==> src/kdpb_pkg.sv <==
// Package: constants, word types, control structs and helpers of the bucket partition unit
`default_nettype none
package kdpb_pkg;

	localparam int TREE_DEPTH  = 4;
	localparam int MAX_DIMS    = 10;
	localparam int POINT_CAP   = 65536;
	localparam int COORD_WIDTH = 32;

	localparam int NODE_COUNT   = (1 << TREE_DEPTH) - 1;
	localparam int BUCKET_COUNT = 1 << TREE_DEPTH;
	localparam int CNT_W        = $clog2(POINT_CAP + 1);
	localparam int ACC_W        = $clog2(longint'(BUCKET_COUNT) * longint'(POINT_CAP) + 1);
	localparam int POS_W        = 16;
	localparam int POS_MAX      = 65535;
	localparam int BUCKET_W     = 4;
	localparam int DIM_W        = 4;
	localparam int LVL_W        = (TREE_DEPTH > 1) ? $clog2(TREE_DEPTH) : 1;

	localparam logic CFG_START_DIM   = 1'b0;
	localparam logic CFG_DIMS_IN_USE = 1'b1;

	typedef enum logic [1:0] {
		OP_WRITE_PIVOT = 2'd0,
		OP_COUNT       = 2'd1,
		OP_PLACE       = 2'd2,
		OP_CLEAR       = 2'd3
	} opcode_t;

	typedef struct packed {
		opcode_t                        opcode;
		logic [3:0]                     pivot_index;
		logic signed [COORD_WIDTH-1:0]  coord_0;
		logic signed [COORD_WIDTH-1:0]  coord_1;
		logic signed [COORD_WIDTH-1:0]  coord_2;
		logic signed [COORD_WIDTH-1:0]  coord_3;
		logic signed [COORD_WIDTH-1:0]  coord_4;
		logic signed [COORD_WIDTH-1:0]  coord_5;
		logic signed [COORD_WIDTH-1:0]  coord_6;
		logic signed [COORD_WIDTH-1:0]  coord_7;
		logic signed [COORD_WIDTH-1:0]  coord_8;
		logic signed [COORD_WIDTH-1:0]  coord_9;
	} req_t;

	typedef struct packed {
		logic [BUCKET_W-1:0] bucket;
		logic [POS_W-1:0]    position;
		logic                overflow;
	} rsp_t;

	typedef struct packed {
		logic load;
		logic reduce;
		logic step;
		logic pivot_we;
	} walk_cmd_t;

	typedef struct packed {
		logic dim_ok;
		logic last_level;
	} walk_sts_t;

	typedef struct packed {
		logic sum_init;
		logic sum_step;
		logic update;
		logic clear;
		logic place;
	} bank_cmd_t;

	typedef struct packed {
		logic sum_done;
	} bank_sts_t;

	typedef enum logic [2:0] {
		ST_IDLE,
		ST_REDUCE,
		ST_WALK,
		ST_SUM,
		ST_UPDATE,
		ST_RESP
	} seq_state_t;

	// low bits of the bucket number, zero extended when the tree is shallow
	function automatic logic [BUCKET_W-1:0] bucket_field(input logic [TREE_DEPTH-1:0] b);
		logic [TREE_DEPTH+BUCKET_W-1:0] t;
		t = {{BUCKET_W{1'b0}}, b};
		return t[BUCKET_W-1:0];
	endfunction

endpackage
`default_nettype wire

==> src/kdpb_walk.sv <==
// Pivot table and tree walk: one signed compare shared by all tree levels
`default_nettype none
module kdpb_walk import kdpb_pkg::*; (
	input  wire logic                  clk,
	input  wire logic                  arst_n,
	input  wire walk_cmd_t             cmd,
	input  wire req_t                  item,
	input  wire logic [DIM_W-1:0]      start_dim,
	input  wire logic [DIM_W-1:0]      dims,
	output walk_sts_t                  sts,
	output logic [TREE_DEPTH-1:0]      bucket
);

	logic signed [COORD_WIDTH-1:0] pivot_q [1:NODE_COUNT];
	logic signed [COORD_WIDTH-1:0] coords [MAX_DIMS];
	logic [DIM_W-1:0]              d_q;
	logic [DIM_W-1:0]              d_inc;
	logic [TREE_DEPTH:0]           k_q;
	logic [LVL_W-1:0]              lvl_q;
	logic [TREE_DEPTH+3:0]         pidx_wide;
	logic                          pidx_ok;
	logic                          go_left;

	always_comb begin
		coords[0] = item.coord_0;
		coords[1] = item.coord_1;
		coords[2] = item.coord_2;
		coords[3] = item.coord_3;
		coords[4] = item.coord_4;
		coords[5] = item.coord_5;
		coords[6] = item.coord_6;
		coords[7] = item.coord_7;
		coords[8] = item.coord_8;
		coords[9] = item.coord_9;
	end

	assign pidx_wide = (TREE_DEPTH + 4)'(item.pivot_index);
	assign pidx_ok   = (item.pivot_index != 4'd0) && (int'(item.pivot_index) <= NODE_COUNT);

	// k stays below the leaf row during the walk, so its low bits address the node
	assign go_left = coords[d_q] < pivot_q[k_q[TREE_DEPTH-1:0]];
	assign d_inc   = ((d_q + DIM_W'(1)) == dims) ? '0 : d_q + DIM_W'(1);

	always_ff @(posedge clk) begin
		if (cmd.pivot_we && pidx_ok) begin
			pivot_q[pidx_wide[TREE_DEPTH-1:0]] <= item.coord_0;
		end
	end

	always_ff @(posedge clk or negedge arst_n) begin
		if (!arst_n) begin
			d_q   <= '0;
			k_q   <= '0;
			lvl_q <= '0;
		end else if (cmd.load) begin
			d_q   <= start_dim;
			k_q   <= (TREE_DEPTH + 1)'(1);
			lvl_q <= '0;
		end else if (cmd.reduce) begin
			d_q <= d_q - dims;
		end else if (cmd.step) begin
			k_q   <= {k_q[TREE_DEPTH-1:0], ~go_left};
			d_q   <= d_inc;
			lvl_q <= lvl_q + LVL_W'(1);
		end
	end

	assign sts.dim_ok     = d_q < dims;
	assign sts.last_level = lvl_q == LVL_W'(TREE_DEPTH - 1);
	assign bucket         = k_q[TREE_DEPTH-1:0];

endmodule
`default_nettype wire

==> src/kdpb_bank.sv <==
// Bucket counters and placed cursors with a shared accumulate adder for the prefix sweep
`default_nettype none
module kdpb_bank import kdpb_pkg::*; (
	input  wire logic                  clk,
	input  wire logic                  arst_n,
	input  wire bank_cmd_t             cmd,
	input  wire logic [TREE_DEPTH-1:0] bucket,
	output bank_sts_t                  sts,
	output logic [POS_W-1:0]           position,
	output logic                       overflow
);

	logic [CNT_W-1:0]      counts_q [BUCKET_COUNT];
	logic [CNT_W-1:0]      cursors_q [BUCKET_COUNT];
	logic [TREE_DEPTH-1:0] j_q;
	logic [ACC_W-1:0]      acc_q;
	logic [POS_W-1:0]      pos_q;
	logic                  ovf_q;
	logic [TREE_DEPTH-1:0] rd_idx;
	logic [CNT_W-1:0]      cnt_rd;
	logic [CNT_W-1:0]      cur_rd;
	logic [ACC_W-1:0]      sum;
	logic                  cnt_full;
	logic                  cur_full;
	logic                  cnt_big;
	logic                  sum_big;

	assign rd_idx = cmd.update ? bucket : j_q;
	assign cnt_rd = counts_q[rd_idx];
	assign cur_rd = cursors_q[bucket];

	// one adder: prefix terms during the sweep, then prefix plus cursor
	assign sum = acc_q + ACC_W'(cmd.update ? cur_rd : cnt_rd);

	assign cnt_full = cnt_rd >= CNT_W'(POINT_CAP);
	assign cur_full = cur_rd >= CNT_W'(POINT_CAP);
	assign cnt_big  = 64'(cnt_rd) > 64'(POS_MAX);
	assign sum_big  = 64'(sum) > 64'(POS_MAX);

	always_ff @(posedge clk or negedge arst_n) begin
		if (!arst_n) begin
			for (int i = 0; i < BUCKET_COUNT; i++) begin
				counts_q[i]  <= '0;
				cursors_q[i] <= '0;
			end
			j_q   <= '0;
			acc_q <= '0;
		end else begin
			if (cmd.clear) begin
				for (int i = 0; i < BUCKET_COUNT; i++) begin
					counts_q[i]  <= '0;
					cursors_q[i] <= '0;
				end
			end
			if (cmd.sum_init) begin
				j_q   <= '0;
				acc_q <= '0;
			end
			if (cmd.sum_step) begin
				acc_q <= sum;
				j_q   <= j_q + TREE_DEPTH'(1);
			end
			if (cmd.update) begin
				if (cmd.place) begin
					if (!cur_full) cursors_q[bucket] <= cur_rd + CNT_W'(1);
				end else begin
					if (!cnt_full) counts_q[bucket] <= cnt_rd + CNT_W'(1);
				end
			end
		end
	end

	always_ff @(posedge clk) begin
		if (cmd.update) begin
			if (cmd.place) begin
				pos_q <= sum_big ? POS_W'(POS_MAX) : POS_W'(sum);
				ovf_q <= cur_full | sum_big;
			end else begin
				pos_q <= cnt_big ? POS_W'(POS_MAX) : POS_W'(cnt_rd);
				ovf_q <= cnt_full;
			end
		end
	end

	assign sts.sum_done = j_q == bucket;
	assign position     = pos_q;
	assign overflow     = ovf_q;

endmodule
`default_nettype wire

==> src/kd_pivot_bucket_partition_unit.sv <==
// Top level: sequencer, config registers and result register of the bucket partition unit
//
//  channel  dir  handshake               word
//  req      in   req_valid / req_stall   req_t: opcode, pivot_index, coord_0..coord_9
//  rsp      out  rsp_valid / rsp_stall   rsp_t: bucket, position, overflow
//  cfg      in   cfg_we (no wait)        cfg_index, cfg_wdata
//
// One word at a time. R = start_dim / dims_in_use (whole part, 0..15) single-step
// reductions of the root dimension. Write and clear run the R reductions, then
// respond; count also walks the tree, one level per cycle through the shared compare.
// Place adds a prefix sweep over the lower buckets through the shared adder.
// Async reset clears counters, cursors and control; pivots hold garbage until written.
// req_stall is high from accept until the result moves to the output register;
// a stalled rsp only holds the block in its last state.
`default_nettype none
module kd_pivot_bucket_partition_unit import kdpb_pkg::*; (
	input  wire logic             clk,
	input  wire logic             arst_n,
	input  wire logic             req_valid,
	output logic                  req_stall,
	input  wire req_t             req,
	output logic                  rsp_valid,
	input  wire logic             rsp_stall,
	output rsp_t                  rsp,
	input  wire logic             cfg_we,
	input  wire logic             cfg_index,
	input  wire logic [DIM_W-1:0] cfg_wdata
);

	seq_state_t            state_q, state_d;
	req_t                  item_q;
	logic [DIM_W-1:0]      start_dim_q;
	logic [DIM_W-1:0]      dims_q;
	logic [DIM_W-1:0]      dims_eff;
	walk_cmd_t             walk_cmd;
	walk_sts_t             walk_sts;
	bank_cmd_t             bank_cmd;
	bank_sts_t             bank_sts;
	logic [TREE_DEPTH-1:0] bucket;
	logic [POS_W-1:0]      bank_pos;
	logic                  bank_ovf;
	logic                  accept;
	logic                  rsp_load;
	logic                  rsp_free;
	logic                  rsp_valid_q;
	rsp_t                  rsp_q;
	rsp_t                  rsp_d;

	assign accept   = req_valid && !req_stall;
	assign rsp_free = !rsp_valid_q || !rsp_stall;

	always_comb begin
		if (dims_q == '0) begin
			dims_eff = DIM_W'(1);
		end else if (int'(dims_q) > MAX_DIMS) begin
			dims_eff = DIM_W'(MAX_DIMS);
		end else begin
			dims_eff = dims_q;
		end
	end

	always_ff @(posedge clk or negedge arst_n) begin
		if (!arst_n) begin
			start_dim_q <= '0;
			dims_q      <= DIM_W'(2);
		end else if (cfg_we) begin
			case (cfg_index)
				CFG_START_DIM:   start_dim_q <= cfg_wdata;
				CFG_DIMS_IN_USE: dims_q      <= cfg_wdata;
				default:         ;
			endcase
		end
	end

	always_ff @(posedge clk) begin
		if (accept) item_q <= req;
	end

	always_ff @(posedge clk or negedge arst_n) begin
		if (!arst_n) state_q <= ST_IDLE;
		else         state_q <= state_d;
	end

	// next state
	always_comb begin
		state_d = state_q;
		case (state_q)
			ST_IDLE: begin
				if (accept) state_d = ST_REDUCE;
			end
			ST_REDUCE: begin
				if (walk_sts.dim_ok) begin
					case (item_q.opcode)
						OP_WRITE_PIVOT: state_d = ST_RESP;
						OP_CLEAR:       state_d = ST_RESP;
						OP_COUNT:       state_d = ST_WALK;
						OP_PLACE:       state_d = ST_WALK;
						default:        state_d = ST_RESP;
					endcase
				end
			end
			ST_WALK: begin
				if (walk_sts.last_level) begin
					state_d = (item_q.opcode == OP_PLACE) ? ST_SUM : ST_UPDATE;
				end
			end
			ST_SUM: begin
				if (bank_sts.sum_done) state_d = ST_UPDATE;
			end
			ST_UPDATE: state_d = ST_RESP;
			ST_RESP: begin
				if (rsp_free) state_d = ST_IDLE;
			end
			default: state_d = ST_IDLE;
		endcase
	end

	// outputs of the sequencer
	always_comb begin
		walk_cmd       = '0;
		bank_cmd       = '0;
		bank_cmd.place = item_q.opcode == OP_PLACE;
		req_stall      = 1'b1;
		rsp_load       = 1'b0;
		case (state_q)
			ST_IDLE: begin
				req_stall     = 1'b0;
				walk_cmd.load = accept;
			end
			ST_REDUCE: begin
				if (!walk_sts.dim_ok) begin
					walk_cmd.reduce = 1'b1;
				end else begin
					walk_cmd.pivot_we = item_q.opcode == OP_WRITE_PIVOT;
					bank_cmd.clear    = item_q.opcode == OP_CLEAR;
				end
			end
			ST_WALK: begin
				walk_cmd.step     = 1'b1;
				bank_cmd.sum_init = walk_sts.last_level;
			end
			ST_SUM: begin
				bank_cmd.sum_step = !bank_sts.sum_done;
			end
			ST_UPDATE: begin
				bank_cmd.update = 1'b1;
			end
			ST_RESP: begin
				rsp_load = rsp_free;
			end
			default: ;
		endcase
	end

	always_comb begin
		rsp_d = '0;
		if (item_q.opcode inside {OP_COUNT, OP_PLACE}) begin
			rsp_d.bucket   = bucket_field(bucket);
			rsp_d.position = bank_pos;
			rsp_d.overflow = bank_ovf;
		end
	end

	always_ff @(posedge clk or negedge arst_n) begin
		if (!arst_n) begin
			rsp_valid_q <= 1'b0;
		end else if (rsp_load) begin
			rsp_valid_q <= 1'b1;
		end else if (!rsp_stall) begin
			rsp_valid_q <= 1'b0;
		end
	end

	always_ff @(posedge clk) begin
		if (rsp_load) rsp_q <= rsp_d;
	end

	assign rsp_valid = rsp_valid_q;
	assign rsp       = rsp_q;

	kdpb_walk u_walk (
		.clk       (clk),
		.arst_n    (arst_n),
		.cmd       (walk_cmd),
		.item      (item_q),
		.start_dim (start_dim_q),
		.dims      (dims_eff),
		.sts       (walk_sts),
		.bucket    (bucket)
	);

	kdpb_bank u_bank (
		.clk      (clk),
		.arst_n   (arst_n),
		.cmd      (bank_cmd),
		.bucket   (bucket),
		.sts      (bank_sts),
		.position (bank_pos),
		.overflow (bank_ovf)
	);

endmodule
`default_nettype wire

==> config.mk <==
export PLATFORM = sky130hd
export DESIGN_NAME = kd_pivot_bucket_partition_unit
export DESIGN_NICKNAME = d
export VERILOG_FILES = /design/src/kdpb_pkg.sv /design/src/kdpb_walk.sv /design/src/kdpb_bank.sv /design/src/kd_pivot_bucket_partition_unit.sv
export SDC_FILE = /design/constraint.sdc
export NUM_CORES = 2
export LEC_CHECK = 0
export BUFFER_PORTS_ARGS = -buffer_cell sky130_fd_sc_hd__buf_2
export CORE_MARGIN = 3
export CORE_UTILIZATION = 55
export DETAILED_ROUTE_END_ITERATION = 8
export PLACE_DENSITY = 0.75
export SLEW_MARGIN = 20
export SYNTH_ARGS = -nofsm -noshare
export SYNTH_HDL_FRONTEND = slang
export SYNTH_SLANG_ARGS = --single-unit
==> constraint.sdc <==
create_clock -name clk -period 23.2 [get_ports clk]
set_input_delay 1.16 -clock clk [delete_from_list [all_inputs] [get_ports clk]]
set_output_delay 1.16 -clock clk [all_outputs]
set_load 0.05 [all_outputs]
==> results by group <==
Status
  – Status: finished, final reports clean

CTS
  – CTS Buf Count: 148
  – TritonCTS clock tree: done
  – Cts hold-fix bufs: 0
  – Htree depth: 4
  – Clk_lat worst skew: 780 ps
  – Clk slew on worst S/H paths: 60 ps
  – Clock root cell: clkbuf_16
  – Sink Count: 1435
  – Setup Fix Bufs, Post-CTS: 0
  – CTS resizes: 0
  – CTS Buffer Depth: 3

Drt
  – DRC Markers: 0
  – Iteration-0 DRC Markers: 4380
  – Avg WL per Cell: 26.3 microns
  – Via/cell ratio: 6.43
  – Post-Route WL: 167000 microns
  – Final ANT Viol Nets: 0
  – Detailed Routing Iterations Pass 1: 6
  – Total number of vias: 40.9k

Finish
  – Share of layout cells above drive strength 1: 0.233
  – Layout fillers: 8093
  – Nets: 5131
  – Final Non-Filler Cells: 6352
  – Area growth, synth to finish: 12.6%

STA
  – Max Slew Vio Count: 0
  – Slew HR: 0.184
  – Peak Freq: 131 MHz
  – Post-layout min period: 7610 ps
  – Setup-failing EPs final: 0
  – Tcrit/Tclk final: 0.328
  – Worst Tran Pin Value: 1220 ps
  – Clock skew: 43.4 ps
  – RSZ-0062 raised after global routing: no
  – Setup TNS Final: 0 ps
  – Final hold slack: 461 ps
  – Final-report hold violation count: 0

Power
  – Pwr dens: 116 nW/um^2
  – Combinational power share: 0.323
  – Sw Share: 0.352
  – Internal power: 0.00531 W
  – Clock share of power: 0.289
  – Static Leakage: 26.9 nW
  – Max rail drop VDD: 0.0830 mV
  – Sw power: 0.00289 W
  – Reg power frac: 0.388

Synthesis
  – Syn avg cell area: 13.9 sq um
  – Cell area after synthesis: 62900 sq um
  – EDFF count, synth: 844
  – Synth top cells by count: edfxtp_1 (844), dfrtp_1 (590), nand3_1 (551)
  – Synth Instances: 4513
  – Synth unique cells: 83
  – Yosys top cell area share: 0.403
  – Dominant synthesized flop cell: edfxtp_1
  – Mapped Nets: 4914
  – Most frequent cell after synthesis: edfxtp_1
  – #FFs+latches synth: 1435
  – Ranking of synthesized cells by area: edfxtp_1 (40%), dfrtp_1 (23%), mux4_2 (10%), nand3_1 (4.4%), o21ai_0 (4.3%)
  – Post-synthesis async set-or-reset flop share: 0.412
  – Ys Warns: 0
  – Cell taking the most area after synthesis: edfxtp_1
  – Sequential area share after synthesis: 0.638

Floorplan
  – Initial Util: 0.557
  – Die area: 118000 sq um
  – Core region area: 113000 sq um
  – # IOs: 359
  – FP Rows: 123
  – Die Span Y: 344 microns
  – DIE WIDTH: 344 microns

GRT
  – Largest net degree at the start of global routing: 238
  – First-pass GRT wire length: 252000 microns
  – Gr ovfl total: 0
  – Vias in the first global route: 40.7k
  – Tot GR Track Use: 0.283
  – Initial antenna violation count: 7

Place
  – Gpl congestion: 0.887
  – I/O Buffers: 358
  – Post-DP HPWL: 99200 microns
  – Cells after DPL: 6080

Setup path
  – Crit-path max FO: 47
  – Worst Setup End Kind: flop
  – CP Class: reg -> reg
  – Worst EP required: 23670 ps
  – CP arrival: 8080 ps
  – CP startpoint kind: flop

Flow run
  – Max-cap viol count: 0

Worst hold path
  – Min-delay worst type: in -> async
power by group through the flow:
stage / logic, W / registers, W / clock network (W)
floorplan: 0.00187 / 0.00320 / 0
global placement: 0.00255 / 0.00321 / 0
detailed placement: 0.00260 / 0.00323 / 0
CTS: 0.00262 / 0.00318 / 0.00240
global route: 0.00285 / 0.00320 / 0.00251
finish: 0.00265 / 0.00318 / 0.00237
flip-flops by register name, summed over array words and instances, names as in the netlist, 16 cells and up:
| signal | cells |
|---|---|
| item_q | 326 |
| rsp | 21 |
| u_bank.acc_q | 21 |
| u_bank.counts_q | 272 |
| u_bank.cursors_q | 272 |
| u_bank.position | 16 |
| u_walk.pivot_q | 480 |
layout by cell type, fill, tap and decap left out, types with 12 or more instances in the layout:
cell type and instances:
a2111oi_0 16, a211oi_1 28, a21o_1 22, a21oi_1 150
a221oi_1 45, a22o_1 22, and2_1 25, buf_2 357
buf_4 82, clkbuf_1 35, clkbuf_16 151, clkinv_1 13
clkinv_2 25, dfrtp_1 581, edfxtp_1 844, ha_1 63
inv_1 62, mux2_2 69, mux2i_1 125, mux4_2 293
nand2_1 224, nand3_1 549, nand4_1 12, nor2_1 89
nor2_4 13, nor2b_1 25, nor3_1 35, o21ai_0 543
o31ai_1 27, xnor2_1 23, xnor2_2 13, xor2_1 18
area by class of cell:
class | count | area (sq um) | share of cell area
antenna | 7 | 17.5 | 0.000247
clock inverter | 68 | 776 | 0.0110
clock buffer | 197 | 4060 | 0.0573
inverter | 65 | 244 | 0.00345
sequential | 1435 | 40200 | 0.567
multi-input combinational | 2636 | 21200 | 0.299
tap | 1500 | 1880 | 0.0265
timing repair buffer | 444 | 2500 | 0.0353
metrics by stage:
stage	utilization	total power [W]	cell area [sq um]	setup WS (ps)
after global routing	0.627	0.00856	70800	15080
after CTS	0.626	0.00821	70700	15830
after global placement	0.583	0.00577	65800	16020
final	0.627	0.00820	70800	15590
after floorplan	-	0.00507	62900	11370
after detailed placement	0.583	0.00583	65900	15800
worst max-delay path, cell delays in order, from the launching register on:
cell,delay [ps]
dfrtp_1,580
or3b_4,670
buf_4,600
mux2i_1,930
nand2_1,650
o32ai_1,500
nor3_2,100
nand2_1,80
nand2_1,60
ha_1,210
fa_1,440
nand3_1,140
a21oi_1,100
o21a_1,210
o21ai_0,490
a2111oi_0,220
a211oi_1,530
nor3b_1,240
o2111ai_1,170
buf_4,230
a2bb2oi_1,160
worst paths after layout:
kind / startpoint / end / slack [ps] / depth (start not counted)
min: arst_n / u_bank.counts_q[202]$_DFF_PN0_ / 460 / 1
max: state_q[2]$_DFFE_PN0P_ / u_bank.position[7]$_DFFE_PN_ / 15590 / 20
min reg2reg: u_bank.counts_q[101]$_DFF_PN0_ / u_bank.counts_q[101]$_DFF_PN0_ / 480 / 2
max reg2reg: state_q[2]$_DFFE_PN0P_ / u_bank.position[7]$_DFFE_PN_ / 15590 / 20
min in group clk: u_bank.counts_q[101]$_DFF_PN0_ / u_bank.counts_q[101]$_DFF_PN0_ / 480 / 2
max in group asynchronous: arst_n / u_walk.k_q[0]$_DFFE_PN0P_ / 20220 / 3
layer usage:
metal / routed length, microns / track usage / share of wire
met2: 82000 / 0.458 / 0.49
met4: 7150 / 0.127 / 0.043
met3: 13600 / 0.0489 / 0.082
met1: 64000 / 0.381 / 0.38
met5: 35 / 0 / 0.00021
logic make-up after synthesis:
kind of cell / share of synthesized area
DFF: 0.638
and+or+nand+nor: 0.0815
AOI/OAI and AO/OA: 0.0918
muxes: 0.137
buffers and inverters: 0.0302
adders and majority gates: 0.0133
xor gates and xnor gates: 0.00766
Power figures use the tool's default switching activity.
